$ cat config.mk
export PLATFORM = sky130hd
export DESIGN_NAME = mbus_frame_deframer_core
export DESIGN_NICKNAME = d
export VERILOG_FILES = /design/src/rtl/mfd_pkg.sv /design/src/rtl/mfd_input_reg.sv /design/src/rtl/mfd_parser.sv /design/src/rtl/mfd_output_reg.sv /design/src/rtl/mbus_frame_deframer_core.sv
export SDC_FILE = /design/constraint.sdc
export NUM_CORES = 1
export LEC_CHECK = 0
export ABC_AREA = 1
export BUFFER_PORTS_ARGS = -buffer_cell sky130_fd_sc_hd__buf_2
export CAP_MARGIN = 20
export CORE_MARGIN = 2
export CORE_UTILIZATION = 43
export DETAILED_ROUTE_END_ITERATION = 6
export SKIP_LAST_GASP = 1
export SLEW_MARGIN = 40
export SYNTH_ARGS = -nofsm -noshare
export SYNTH_HDL_FRONTEND = slang
export SYNTH_SLANG_ARGS = --single-unit
$ cat constraint.sdc
create_clock -name clk -period 7.3 [get_ports clk]
set_input_delay 0.73 -clock clk [delete_from_list [all_inputs] [get_ports clk]]
set_output_delay 0.73 -clock clk [all_outputs]
set_load 0.01 [all_outputs]
$ cat src/rtl/mfd_pkg.sv
// Package for the M-Bus frame deframer: octet codes, phase encoding,
// error and frame kind codes, and the result record with its builders.
// No dependencies.
package mfd_pkg;

  localparam logic [7:0] OCT_ACK   = 8'hE5;
  localparam logic [7:0] OCT_SHORT = 8'h10;
  localparam logic [7:0] OCT_LONG  = 8'h68;
  localparam logic [7:0] OCT_STOP  = 8'h16;

  localparam logic [7:0] MIN_LENGTH   = 8'd3;
  localparam logic [7:0] SHORT_LENGTH = 8'd2;
  localparam logic [8:0] LONG_HEADER  = 9'd4;
  localparam logic [8:0] SHORT_HEADER = 9'd1;

  // Result record packs into 54 bits of tdata, padded to 56.
  localparam int TDATA_W = 56;

  typedef enum logic [6:0] {
    PH_HUNT   = 7'b0000001,
    PH_LEN1   = 7'b0000010,
    PH_LEN2   = 7'b0000100,
    PH_START2 = 7'b0001000,
    PH_BODY   = 7'b0010000,
    PH_CHECK  = 7'b0100000,
    PH_STOP   = 7'b1000000
  } phase_t;

  typedef enum logic [2:0] {
    ERR_NONE     = 3'd0,
    ERR_LENGTH   = 3'd1,
    ERR_MISMATCH = 3'd2,
    ERR_CHECKSUM = 3'd3,
    ERR_STOP     = 3'd4,
    ERR_TRUNC    = 3'd5
  } err_t;

  typedef enum logic [1:0] {
    FK_ACK    = 2'd0,
    FK_SHORT  = 2'd1,
    FK_LONG   = 2'd2,
    FK_REJECT = 2'd3
  } fkind_t;

  localparam logic ITEM_DATA  = 1'b0;
  localparam logic ITEM_FRAME = 1'b1;

  typedef struct packed {
    logic       item_kind;
    logic [7:0] data_octet;
    fkind_t     frame_kind;
    err_t       error_code;
    logic [7:0] control_field;
    logic [7:0] address_field;
    logic [7:0] ci_field;
    logic [7:0] user_data_count;
    logic [8:0] frame_octets;
  } res_t;

  function automatic res_t mk_reject(input err_t err, input logic [8:0] octets);
    res_t r;
    r              = '0;
    r.item_kind    = ITEM_FRAME;
    r.frame_kind   = FK_REJECT;
    r.error_code   = err;
    r.frame_octets = octets;
    return r;
  endfunction

endpackage

$ cat src/rtl/mfd_input_reg.sv
// Input register of the M-Bus frame deframer: captures one received octet
// and its end marker. Depends on nothing.
module mfd_input_reg (
  input  logic       clk,
  input  logic       rst,
  input  logic       s_tvalid,
  output logic       s_tready,
  input  logic [7:0] s_tdata,
  input  logic       s_tlast,
  input  logic       advance,
  output logic       held_valid,
  output logic [7:0] held_byte,
  output logic       held_last
);

  assign s_tready = !held_valid || advance;

  always_ff @(posedge clk) begin
    if (rst) begin
      held_valid <= 1'b0;
    end else if (s_tready) begin
      held_valid <= s_tvalid;
    end
  end

  always_ff @(posedge clk) begin
    if (s_tready && s_tvalid) begin
      held_byte <= s_tdata;
      held_last <= s_tlast;
    end
  end

endmodule

$ cat src/rtl/mfd_parser.sv
// Frame parser of the M-Bus frame deframer: phase, length, count, checksum
// and header state, plus the per-octet result logic. Uses mfd_pkg.
module mfd_parser
  import mfd_pkg::*;
(
  input  logic       clk,
  input  logic       rst,
  input  logic       advance,
  input  logic [7:0] rx_byte,
  input  logic       buffer_end,
  output logic       res_valid,
  output res_t       res
);

  phase_t     phase, phase_next;
  logic [7:0] length_field, length_field_next;
  logic [8:0] octet_count, octet_count_next;
  logic [7:0] running_sum, running_sum_next;
  logic [7:0] held_control, held_control_next;
  logic [7:0] held_address, held_address_next;
  logic [7:0] held_ci, held_ci_next;
  logic       frame_is_long, frame_is_long_next;

  logic [8:0] idx;
  logic [8:0] count_inc;
  logic       open_frame;

  assign idx       = octet_count - (frame_is_long ? LONG_HEADER : SHORT_HEADER);
  assign count_inc = octet_count + 9'd1;

  always_comb begin
    phase_next         = phase;
    length_field_next  = length_field;
    octet_count_next   = octet_count;
    running_sum_next   = running_sum;
    held_control_next  = held_control;
    held_address_next  = held_address;
    held_ci_next       = held_ci;
    frame_is_long_next = frame_is_long;
    res_valid          = 1'b0;
    res                = '0;
    open_frame         = 1'b0;

    unique case (phase)
      PH_HUNT: begin
        if (rx_byte == OCT_ACK) begin
          res_valid        = 1'b1;
          res.item_kind    = ITEM_FRAME;
          res.frame_kind   = FK_ACK;
          res.frame_octets = 9'd1;
        end else if (rx_byte == OCT_SHORT || rx_byte == OCT_LONG) begin
          frame_is_long_next = (rx_byte == OCT_LONG);
          octet_count_next   = 9'd1;
          running_sum_next   = '0;
          held_control_next  = '0;
          held_address_next  = '0;
          held_ci_next       = '0;
          length_field_next  = (rx_byte == OCT_LONG) ? 8'd0 : SHORT_LENGTH;
          phase_next         = (rx_byte == OCT_LONG) ? PH_LEN1 : PH_BODY;
          open_frame         = 1'b1;
        end
      end
      PH_LEN1: begin
        octet_count_next = count_inc;
        if (rx_byte < MIN_LENGTH) begin
          res_valid  = 1'b1;
          res        = mk_reject(ERR_LENGTH, count_inc);
          phase_next = PH_HUNT;
        end else begin
          length_field_next = rx_byte;
          phase_next        = PH_LEN2;
          open_frame        = 1'b1;
        end
      end
      PH_LEN2: begin
        octet_count_next = count_inc;
        if (rx_byte != length_field) begin
          res_valid  = 1'b1;
          res        = mk_reject(ERR_MISMATCH, count_inc);
          phase_next = PH_HUNT;
        end else begin
          phase_next = PH_START2;
          open_frame = 1'b1;
        end
      end
      PH_START2: begin
        octet_count_next = count_inc;
        if (rx_byte != OCT_LONG) begin
          res_valid  = 1'b1;
          res        = mk_reject(ERR_MISMATCH, count_inc);
          phase_next = PH_HUNT;
        end else begin
          phase_next = PH_BODY;
          open_frame = 1'b1;
        end
      end
      PH_BODY: begin
        octet_count_next = count_inc;
        running_sum_next = running_sum + rx_byte;
        if (idx == 9'd0) begin
          held_control_next = rx_byte;
        end else if (idx == 9'd1) begin
          held_address_next = rx_byte;
        end else if (idx == 9'd2) begin
          held_ci_next = rx_byte;
        end else begin
          res_valid      = 1'b1;
          res.item_kind  = ITEM_DATA;
          res.data_octet = rx_byte;
        end
        if ((idx + 9'd1) >= {1'b0, length_field}) begin
          phase_next = PH_CHECK;
        end
        open_frame = 1'b1;
      end
      PH_CHECK: begin
        octet_count_next = count_inc;
        running_sum_next = running_sum - rx_byte;
        phase_next       = PH_STOP;
        open_frame       = 1'b1;
      end
      PH_STOP: begin
        octet_count_next = count_inc;
        phase_next       = PH_HUNT;
        res_valid        = 1'b1;
        if (rx_byte != OCT_STOP) begin
          res = mk_reject(ERR_STOP, count_inc);
        end else if (running_sum != 8'd0) begin
          res = mk_reject(ERR_CHECKSUM, count_inc);
        end else begin
          res.item_kind     = ITEM_FRAME;
          res.frame_kind    = frame_is_long ? FK_LONG : FK_SHORT;
          res.control_field = held_control;
          res.address_field = held_address;
          res.ci_field      = frame_is_long ? held_ci : 8'd0;
          res.user_data_count = frame_is_long ? (length_field - MIN_LENGTH) : 8'd0;
          res.frame_octets  = count_inc;
        end
      end
      default: begin
        phase_next = PH_HUNT;
      end
    endcase

    // Truncation overrides a provisional item when the stream ends mid-frame.
    if (open_frame && buffer_end) begin
      res_valid  = 1'b1;
      res        = mk_reject(ERR_TRUNC, octet_count_next);
      phase_next = PH_HUNT;
    end
  end

  always_ff @(posedge clk) begin
    if (rst) begin
      phase         <= PH_HUNT;
      length_field  <= '0;
      octet_count   <= '0;
      running_sum   <= '0;
      held_control  <= '0;
      held_address  <= '0;
      held_ci       <= '0;
      frame_is_long <= 1'b0;
    end else if (advance) begin
      phase         <= phase_next;
      length_field  <= length_field_next;
      octet_count   <= octet_count_next;
      running_sum   <= running_sum_next;
      held_control  <= held_control_next;
      held_address  <= held_address_next;
      held_ci       <= held_ci_next;
      frame_is_long <= frame_is_long_next;
    end
  end

endmodule

$ cat src/rtl/mfd_output_reg.sv
// Output register of the M-Bus frame deframer: holds one result request
// until the sink takes it and packs it onto tdata/tuser. Uses mfd_pkg.
module mfd_output_reg
  import mfd_pkg::*;
(
  input  logic               clk,
  input  logic               rst,
  input  logic               load,
  input  res_t               res,
  output logic               m_tvalid,
  input  logic               m_tready,
  output logic [TDATA_W-1:0] m_tdata,
  output logic               m_tuser
);

  res_t held;

  always_ff @(posedge clk) begin
    if (rst) begin
      m_tvalid <= 1'b0;
    end else if (load) begin
      m_tvalid <= 1'b1;
    end else if (m_tready) begin
      m_tvalid <= 1'b0;
    end
  end

  always_ff @(posedge clk) begin
    if (load) begin
      held <= res;
    end
  end

  assign m_tuser = held.item_kind;
  assign m_tdata = {2'b00,
                    held.frame_octets,
                    held.user_data_count,
                    held.ci_field,
                    held.address_field,
                    held.control_field,
                    held.error_code,
                    held.frame_kind,
                    held.data_octet};

endmodule

$ cat src/rtl/mbus_frame_deframer_core.sv
// Top level of the M-Bus frame deframer: input register, frame parser and
// output register. Uses mfd_pkg, mfd_input_reg, mfd_parser, mfd_output_reg.
//
//  channel | dir | handshake          | payload
//  --------+-----+--------------------+------------------------------------------
//  s_*     | in  | s_tvalid/s_tready  | s_tdata: rx_byte; s_tlast: buffer_end
//  m_*     | out | m_tvalid/m_tready  | m_tdata: result fields; m_tuser: item_kind
//
// One octet per cycle sustained while the output is not stalled; an octet's result
// shows on m_* after the input register, then parser logic into the output register.
// Octets that yield no result retire from the input register without touching m_*.
// The input stage stalls only while its octet waits on a full, unaccepted output
// register; s_tready then follows m_tready combinationally.
// rst is synchronous, active high: both registers empty, parser back to hunting.
module mbus_frame_deframer_core
  import mfd_pkg::*;
(
  input  logic               clk,
  input  logic               rst,
  input  logic               s_tvalid,
  output logic               s_tready,
  input  logic [7:0]         s_tdata,   // [7:0] rx_byte
  input  logic               s_tlast,   // buffer_end
  output logic               m_tvalid,
  input  logic               m_tready,
  // [7:0] data_octet, [9:8] frame_kind, [12:10] error_code, [20:13] control_field,
  // [28:21] address_field, [36:29] ci_field, [44:37] user_data_count,
  // [53:45] frame_octets, [55:54] zero
  output logic [TDATA_W-1:0] m_tdata,
  output logic               m_tuser    // item_kind
);

  logic       held_valid;
  logic [7:0] held_byte;
  logic       held_last;
  logic       advance;
  logic       res_valid;
  res_t       res;

  // Retire the held octet whenever the output register can take a result.
  assign advance = held_valid && (!m_tvalid || m_tready);

  mfd_input_reg u_in (
    .clk        (clk),
    .rst        (rst),
    .s_tvalid   (s_tvalid),
    .s_tready   (s_tready),
    .s_tdata    (s_tdata),
    .s_tlast    (s_tlast),
    .advance    (advance),
    .held_valid (held_valid),
    .held_byte  (held_byte),
    .held_last  (held_last)
  );

  mfd_parser u_parse (
    .clk        (clk),
    .rst        (rst),
    .advance    (advance),
    .rx_byte    (held_byte),
    .buffer_end (held_last),
    .res_valid  (res_valid),
    .res        (res)
  );

  mfd_output_reg u_out (
    .clk      (clk),
    .rst      (rst),
    .load     (advance && res_valid),
    .res      (res),
    .m_tvalid (m_tvalid),
    .m_tready (m_tready),
    .m_tdata  (m_tdata),
    .m_tuser  (m_tuser)
  );

endmodule

# Yosys cells after proc, flatten, opt, wreduce, memory -nomap -nowiden
# Cells that the tools add are included.
# totals
ff_bits	123
output_inout_bits	59
inputBits	13
word_cells	147
# classes
order_cmp	2
addsub	6
n_mux	67
eq_ne	26
reduce_logical	24
n_bitwise	1
# op_table
operator	count
$mux W55	3
$pmux W35 S4	1
$mux W8	14
$pmux W8 S2	4
$mux W46	1
$mux W9	5
$pmux W9 S5	1
$pmux W7 S6	1
$mux W41	1
$pmux W8 S5	1
$mux W7	4
$pmux W8 S3	1
$add A9 B1 Y9 const B	2
$pmux W9 S2	1
$mux W1	16
$pmux W1 S6	2
$reduce_and A4 Y1	3
$mux W5	2
$reduce_and A5 Y1	2
$eq A9 B1 Y1 const B	1
$eq A9 B2 Y1 const B	1
$ge A9 B8 Y1	1
$logic_not A9 Y1	1
$sub A9 B9 Y9	1
other kinds (37)	56

# Longest topological paths before layout
# Gate-level depths: netlist of the first run.
# depth
word_depth	10
depth_mapped	26
mapped_depth_nobuf	26

# By module
# From an unflattened synthesis of the first run, not the netlist that was laid out.
# hier_totals
cells_unflattened	839
hier_area_um2	6879.1
# modules_own_cells
module	seq_area_each_um2	cells_each	area_each_um2	n_inst
mfd_parser	1141.1	755	4820.9	1
mfd_output_reg	1671.6	63	1710.4	1
mfd_input_reg	290.3	15	317.8	1
mbus_frame_deframer_core	0.0	6	30.0	1

# Worst setup path after synthesis of the first run
# Ideal clock, no wire load.
# synth_path
kind	register to register
start	register u_parse.octet_count[0]
end	register u_out.held (netlist bit u_out.m_tdata[0]) (enable)
arrival_ns	2.850
stages_incl_launch_ff	15
required_time_ns	6.891
synth_period_minus_slack_ns	3.259
setup_ns	0.409
path_slack_ns	4.041
path_buffers	0
cell_sequence	dfxtp_1 > inv_1 > ha_1 > ha_1 > inv_1 > nand2_1 > nand2_2 > nor2_2 > xor2_1 > nor2_1 > o21ai_0 > nand2_1 > nand3_1 > nand2_1 > inv_1
# synth_between
elab_chain_cells	8
elab_cells_between_ends	10
cone_classes	1 x add/sub; 2 x eq/ne; 5 x mux; 2 x reduce/logical
# synth_rtl
item	line	source
from (decl)	mfd_parser.sv:17	logic [8:0] octet_count, octet_count_next;
from (signal assigned)	mfd_parser.sv:166	octet_count <= octet_count_next;
$sub A9 B9 Y9 (*)	mfd_parser.sv:28	assign idx = octet_count - (frame_is_long ? LONG_HEADER : SHORT_HEADER);
$eq A9 B2 Y1	mfd_parser.sv:104	end else if (idx == 9'd2) begin
$mux W1	mfd_parser.sv:104	
$mux W1	mfd_parser.sv:102	end else if (idx == 9'd1) begin
$mux W1 (*)	mfd_parser.sv:100	if (idx == 9'd0) begin
$pmux W1 S6 (*)	mfd_parser.sv:44	unique case (phase)
$mux W1 (*)	mfd_parser.sv:146	if (open_frame && buffer_end) begin
$logic_and A1 B1 Y1 (*)	mbus_frame_deframer_core.sv:69	.load (advance && res_valid),
named net u_out.load	mfd_output_reg.sv:8	input logic load,
to (signal assigned)	mfd_output_reg.sv:30	held <= res;
to (decl)	mfd_output_reg.sv:16	res_t held;
# Mark *: on every way through the listed nets, which the timed path passes. The rest lies on a longest branch.
# A chain may end at the register's enable or synchronous reset.

# Worst setup path after layout of the first run
# layout_path
start	register u_in.held_byte[1]
end	register u_out.held (netlist bit u_out.m_tdata[41]) (enable)
# layout_between
elab_chain_cells	8
elab_cells_between_ends	21
cone_classes	1 x order compare; 5 x eq/ne; 12 x mux; 3 x reduce/logical
# layout_rtl
item	line	source
from (decl)	mfd_input_reg.sv:12	output logic [7:0] held_byte,
from (signal assigned)	mfd_input_reg.sv:28	held_byte <= s_tdata;
branches (longest 6 deep; another with $lt A8 B2 Y1)	--	
$mux W1 (*)	mfd_parser.sv:146	
$logic_and A1 B1 Y1 (*)	mbus_frame_deframer_core.sv:69	
named net u_out.load	mfd_output_reg.sv:8	
# Mark *: on every way through the listed nets, which the timed path passes.

==> results of run 1 <==
## power by group through the flow
| stage | Sequential, mW | Clock (mW) | Combinational, mW |
|---|---|---|---|
| 2_1_floorplan | 0.779 | 0 | 0.219 |
| 3_3_place_gp | 0.785 | 0 | 0.265 |
| 3_5_place_dp | 0.786 | 0 | 0.268 |
| 4_1_cts | 0.771 | 0.863 | 0.269 |
| 5_1_grt | 0.775 | 0.897 | 0.310 |
| 6_report | 0.772 | 0.849 | 0.268 |
## per-stage QoR
step	utilization, %	instances
2_1_floorplan	-	818
3_3_place_gp	46.7	1049
3_5_place_dp	46.7	1049
4_1_cts	50.7	1081
5_1_grt	50.7	1081
6_report	50.7	1081
## sequential cells by signal (all words and copies together), names as in the netlist
name and cells:
u_in.held_valid 1, u_in.held_last 1, u_parse.held_control 8, u_out.m_tvalid 1, u_in.held_byte 8, u_out.m_tuser 1
u_parse.length_field 8, u_parse.octet_count 9, u_parse.phase 7, u_parse.running_sum 8, u_parse.held_address 8, u_out.m_tdata 54
u_parse.frame_is_long 1, u_parse.held_ci 8
## how the worst max path moves through the flow
stage                     slack [ps]                end                   start  depth (start not counted)
after global routing            3570   u_parse.phase[1]  u_parse.octet_count[0]                         19
after detailed placement        3980   u_parse.phase[3]  u_parse.octet_count[0]                         18
final                           3980  u_out.m_tdata[41]       u_in.held_byte[1]                         12
after global placement          3730  u_out.m_tdata[33]        u_parse.phase[5]                         11
after floorplan                 4040   u_out.m_tdata[0]  u_parse.octet_count[0]                         14
after CTS                       3960  u_out.m_tdata[31]        u_parse.phase[6]                         11
## cells in the mapped netlist (6+ instances only)
| cell type | instances |
|---|---|
| o21ai_0 | 36 |
| nor3_1 | 11 |
| ha_1 | 28 |
| nand3_1 | 44 |
| nand4_1 | 12 |
| nand3_2 | 6 |
| clkbuf_1 | 10 |
| a21oi_1 | 57 |
| nand3b_1 | 9 |
| a211oi_1 | 7 |
| nand2_1 | 148 |
| dfxtp_1 | 59 |
| buf_2 | 8 |
| xor2_1 | 25 |
| inv_2 | 9 |
| edfxtp_1 | 64 |
| inv_1 | 105 |
| nor2_1 | 117 |
## critical path, stage by stage (launching register included)
cell and delay (ps):
edfxtp_1 450, inv_1 230, ha_1 270, nand2_1 70
nor3_1 290, nand2_1 120, nand2_1 70, nor2_1 40
nand3_1 60, nand2_1 400, nand3_1 230, nand2_1 130
inv_4 500
## layer usage
metal | vias to the layer above | global-route usage (%) | share of wire (%)
met4 | 0 | 7.76 | 1.6
met1 | 2442 | 26.9 | 49
li1 | 2806 | - | -
met3 | 18 | 3.51 | 4.8
met2 | 148 | 30.9 | 45
met5 | - | 0 | 0
## final cells by class
class	instances	area (um^2)	area share, %
clock buffer	17	425	5.54
tap	188	235	3.06
multi-input combinational	553	2960	38.5
clock inverter	15	174	2.26
timing repair buffer	69	345	4.50
inverter	116	439	5.72
sequential	123	3100	40.4
## cell families after synthesis
logic type	Yosys count	synth area share, %
AO/OA/AOI/OAI	124	10.4
adder cells (fa/ha/maj)	29	5.58
AND/OR/NAND/NOR	371	24.9
flip-flops	123	46.7
XOR/XNOR	27	3.56
other	1	0.0565
buffers and inverters	142	8.80
## layout by cell type (no fill, tap or decap), drive strengths merged, types with 4 or more instances in the layout
cell	count
nand2	153
nor2	122
inv	116
buf	69
edfxtp	64
dfxtp	59
a21oi	59
nand3	50
o21ai	43
ha	28
xor2	25
clkbuf	17
nand4	13
nor3	11
nand3b	9
clkinv	9
a211oi	7
a21boi	5
or2	5
a22oi	4
==> results.toml, run 1 <==
[outcome]
result_of_the_run = "completed"

[floorplanning]
floorplan.die_area_mm2 = 0.0164
die-width_um = 128
initial_core_util_pct = 43.8
std_cell_rows = 45
core_mm2 = 0.0151
boundaryPins = 72
chipHeight_um = 128

[clock_network]
clk_transition_reported_paths_ps = 60
ctsHoldBuffers = 0
cts_made_buffers = 17
clock_tree.buffer_depth = 2
ctsHtreeMaxLevel = 4
cts.repair.resized = 0
numClockSinks = 123
cts.repair_timing.setup_buffer_count = 0
tritoncts = "done"
ctsRootBufferMaster = "clkbuf_16"
insertion_delay_ps = 420

[global_route]
global_route_wire_length_before_repair_um = 25000
grt_pass1_vias = 4899
grt_antenna_before_repair = 0
globalRouteTotalUtil_pct = 19.6
global_route.overflow_total = 0
pin_count_of_the_biggest_net_entering_global_routing = 56

[worst_hold_path]
hold_path.class = "flop to flop"
holdCritStartpoint = "u_parse.held_control[0]"
worst_hold_path.endpoint = "u_parse.held_control[0]"
timing.hold.worst_path_depth = 2

[synth]
synth.top_cells.by_area = "edfxtp_1 (29%), dfxtp_1 (18%), nand2_1 (8.4%), nor2_1 (6.6%), inv_1 (5.9%)"
yosys_most_used_dff = "edfxtp_1"
post_synth_instance_area_mm2 = 0.00664
netlist.top_cell.by_area = "edfxtp_1"
yosys_warnings = 0
synth.lib_cells_used.distinct = 46
yosys_register_bits = 123
synthesis.area_per_instance_um2 = 8.13
sequential_cell_area_fraction_in_the_yosys_report_pct = 46.7
synth_enable_flop_cells = 64
async_flop_share_pct = 0
synth_top_area_share_pct = 28.9
cell_count_after_synthesis = 817

[layout]
area_growth_pct = 15.7
fillers = 1474
final_area_mm2 = 0.00768
diodes = 0
layout-drive-gt1-share_pct = 15.0
final_net_count = 922

[critical_path]
rr_startpoint = "u_in.held_byte[1]"
worst-path-max-fanout = 55
worst-r2r-cell-count = 12
type_of_the_worst_setup_path = "flop to flop"
rrSetupSlack_ps = 3980
cp_data_required_time_ps = 7350
endpoint_kind = "flop"
rr_endpoint = "u_out.m_tdata[41]"
worst_setup_path_start_kind = "flop"
arrival_worst_endpoint_ps = 3370

[pwr]
post-layout-total-power_mw = 1.89
seq_power_share_pct = 40.9
cell_internal_pwr_mw = 1.38
vdd_drop_max_mv = 0.169
p_leak_nw = 3.40
combinational_share_of_power_pct = 14.2
power_density_mw_per_mm2 = 246
p_switching_uw = 510
power.switching_fraction_pct = 27.0
clock_power_share_pct = 45.0

[drt]
firstDrtPassIters = 5
routed_wire_length_per_instance_um = 14.2
routed_via_density = 5.01
route.detailed.drc = 0
via_count = 5414
post_drt_antenna_nets = 0
finalWirelength_um = 15300
drt_iter0_markers = 372

[timing]
fin_crit_ps = 3320
setup_tns_final_ps = 0
timing_worst_slew_pin_value_ps = 731
final-setup-viol-count = 0
achievable-frequency_ghz = 0.301
rsz0062_at_grt = "no"
finalWorstSetupSlack_ps = 3980
slew_headroom_pct = 51.1
final_slew_violations = 0
post-route-period-util_pct = 45.5
whs_ps = 454
hold_violations = 0
worst_clock_skew_ps = 10.4

[placed_design]
place_hpwl_um = 11200
detailed_place.area_mm2 = 0.00708
count_of_buffers_from_port_buffering = 69
detailedPlace.worstSlack_ps = 3980
place_congestion = 0.926

[flow_run]
maxCapViolCount = 0
No activity file was read; power rests on OpenSTA's default activity.
==> run 2: changes to the inputs <==
==> constraint.sdc (replaced) <==
create_clock -name clk -period 2.8 [get_ports clk]
set_input_delay 0.28 -clock clk [delete_from_list [all_inputs] [get_ports clk]]
set_output_delay 0.28 -clock clk [all_outputs]
set_load 0.01 [all_outputs]
==> results.toml, run 2 (synthesis gave the netlist of run 1 again) <==
[floorplanning]
die-width_um = 128
floorplan.die_area_mm2 = 0.0164
core_mm2 = 0.0151
std_cell_rows = 45
initial_core_util_pct = 43.8
chipHeight_um = 128
boundaryPins = 72

[clock_network]
ctsHoldBuffers = 0
ctsHtreeMaxLevel = 4
tritoncts = "done"
clk_transition_reported_paths_ps = 60
insertion_delay_ps = 420
numClockSinks = 123
clock_tree.buffer_depth = 2
ctsRootBufferMaster = "clkbuf_16"
cts_made_buffers = 17

[drt]
firstDrtPassIters = 5
post_drt_antenna_nets = 0
route.detailed.drc = 0
routed_via_density = 5.09
drt_iter0_markers = 372
routed_wire_length_per_instance_um = 14.2
via_count = 5713
finalWirelength_um = 16000

[pwr]
post-layout-total-power_mw = 5.20
cell_internal_pwr_mw = 3.78
clock_power_share_pct = 44.9
combinational_share_of_power_pct = 16.5
power_density_mw_per_mm2 = 630
p_switching_mw = 1.42
vdd_drop_max_mv = 0.451
seq_power_share_pct = 38.6
power.switching_fraction_pct = 27.3
p_leak_nw = 3.64

[layout]
fillers = 1417
seq_area_mm2 = 0.00311
final_area_mm2 = 0.00826
layout-drive-gt1-share_pct = 22.6
layoutNonFillerInstCount = 1122
largest_register_ff_count = 54
diodes = 0
most_common_cell_after_layout_fill_and_taps_aside = "nand2_1"
multi_input_comb_area_mm2 = 0.00314
mostFrequentLayoutCells = "nand2_1 (142), nor2_1 (114), inv_1 (93), buf_2 (69), edfxtp_1 (64)"
final_net_count = 963
area_growth_pct = 24.3

[critical_path]
endpoint_kind = "flop"
worst-path-max-fanout = 8
rr_startpoint = "u_parse.frame_is_long"
cp_data_required_time_ps = 3160
type_of_the_worst_setup_path = "flop to flop"
worst_setup_path_start_kind = "flop"
arrival_worst_endpoint_ps = 3160
startpoint = "u_parse.frame_is_long"

[timing]
fin_crit_ps = 2800
setup_tns_final_ps = 0
finalWorstSetupSlack_ps = 2.10
post-route-period-util_pct = 99.9
hold_violations = 0
final-setup-viol-count = 0
rsz0062_at_grt = "yes"
slew_headroom_pct = 57.4
worst_clock_skew_ps = 7.71
final_slew_violations = 0
timing_worst_slew_pin_value_ps = 639
achievable-frequency_ghz = 0.357

[global_route]
grt_antenna_before_repair = 0
global_route.overflow_total = 0
grt_pass1_vias = 5244
globalRouteTotalUtil_pct = 20.2
global_route_wire_length_before_repair_um = 25800
pin_count_of_the_biggest_net_entering_global_routing = 51

[flow_run]
maxCapViolCount = 0

[outcome]
result_of_the_run = "completed"

[worst_hold_path]
hold_path.class = "input port to flop"
holdCritStartpoint = "s_tdata[5]"

[placed_design]
place_congestion = 0.948
detailedPlace.worstSlack_ps = -82.9
detailed_place.area_mm2 = 0.00747
place_hpwl_um = 11500
dp_cells = 1086
count_of_buffers_from_port_buffering = 69
## run 2: cell types whose count changed in the layout (fill, tap and decap cells not counted), sizes merged
| cell | change |
|---|---|
| buf | +41 |
| clkinv | -3 |
| inv | -1 |
| clkinvlp | +2 |
| clkbuf | +1 |
| bufinv | +1 |
## run 2: final timing paths
check,to,slack (ps),cells past startpoint
setup / recovery,u_parse.phase[3],2,18
hold / removal,u_in.held_byte[5],30,1
setup reg to reg,u_parse.phase[3],2,18
hold reg to reg,u_parse.held_control[4],450,2
## run 2: through the flow
step / hold WS, ps / util [%]
3_3_place_gp: 444 / 49.3
2_1_floorplan: 379 / -
6_report: 29.4 / 54.5
4_1_cts: 15.6 / 53.7
3_5_place_dp: 447 / 49.3
5_1_grt: 21.2 / 54.5
## run 2: power groups by stage
stage	combinational (mW)	sequential (mW)	clock [mW]
detailed placement	0.762	2.04	0
global placement	0.753	2.04	0
CTS	0.788	2.01	2.37
finish	0.858	2.01	2.34
floorplan	0.584	2.03	0
global route	0.974	2.01	2.45
## run 2: routing by layer
layer  routed length, um  up-vias  track usage (%)  part of all wire [%]
li1                    -     2886                -                     -
met5                   0        -                0                     0
met2                7350      152             32.4                    46
met1                7510     2651             27.1                    47
met4                 311        0             7.24                   1.9
met3                 807       24             4.13                   5.0
## run 2: layout make-up
type	instances	area share (%)
Inverter	116	5.46
Sequential cell	123	37.6
Tap cell	188	2.85
Multi-Input combinational cell	553	38.0
Timing Repair Buffer	110	8.52
Clock inverter	14	2.35
Clock buffer	18	5.20
## run 2: timing repair
action                                  in CTS  in global routing
endpoints found under the setup margin       7                 49
pin swaps                                    5                 14
endpoints found under the hold margin        0                  0
buffers inserted                             0                  4
gates resized for setup                      8                 26
## run 2: worst max-delay path: stages, from the launching register on
cell     delay [ps]
dfxtp_2         340
inv_4            50
ha_4            160
ha_4            160
xnor2_2         150
inv_2            90
nor3_4          230
nand3_2         100
nor3_1          190
xor2_1          170
inv_1            60
ha_1            160
or2_0           230
a21oi_2         120
nand3_2         110
nand2_4         130
nand2_4          70
and2_4          140
nor2_1           70
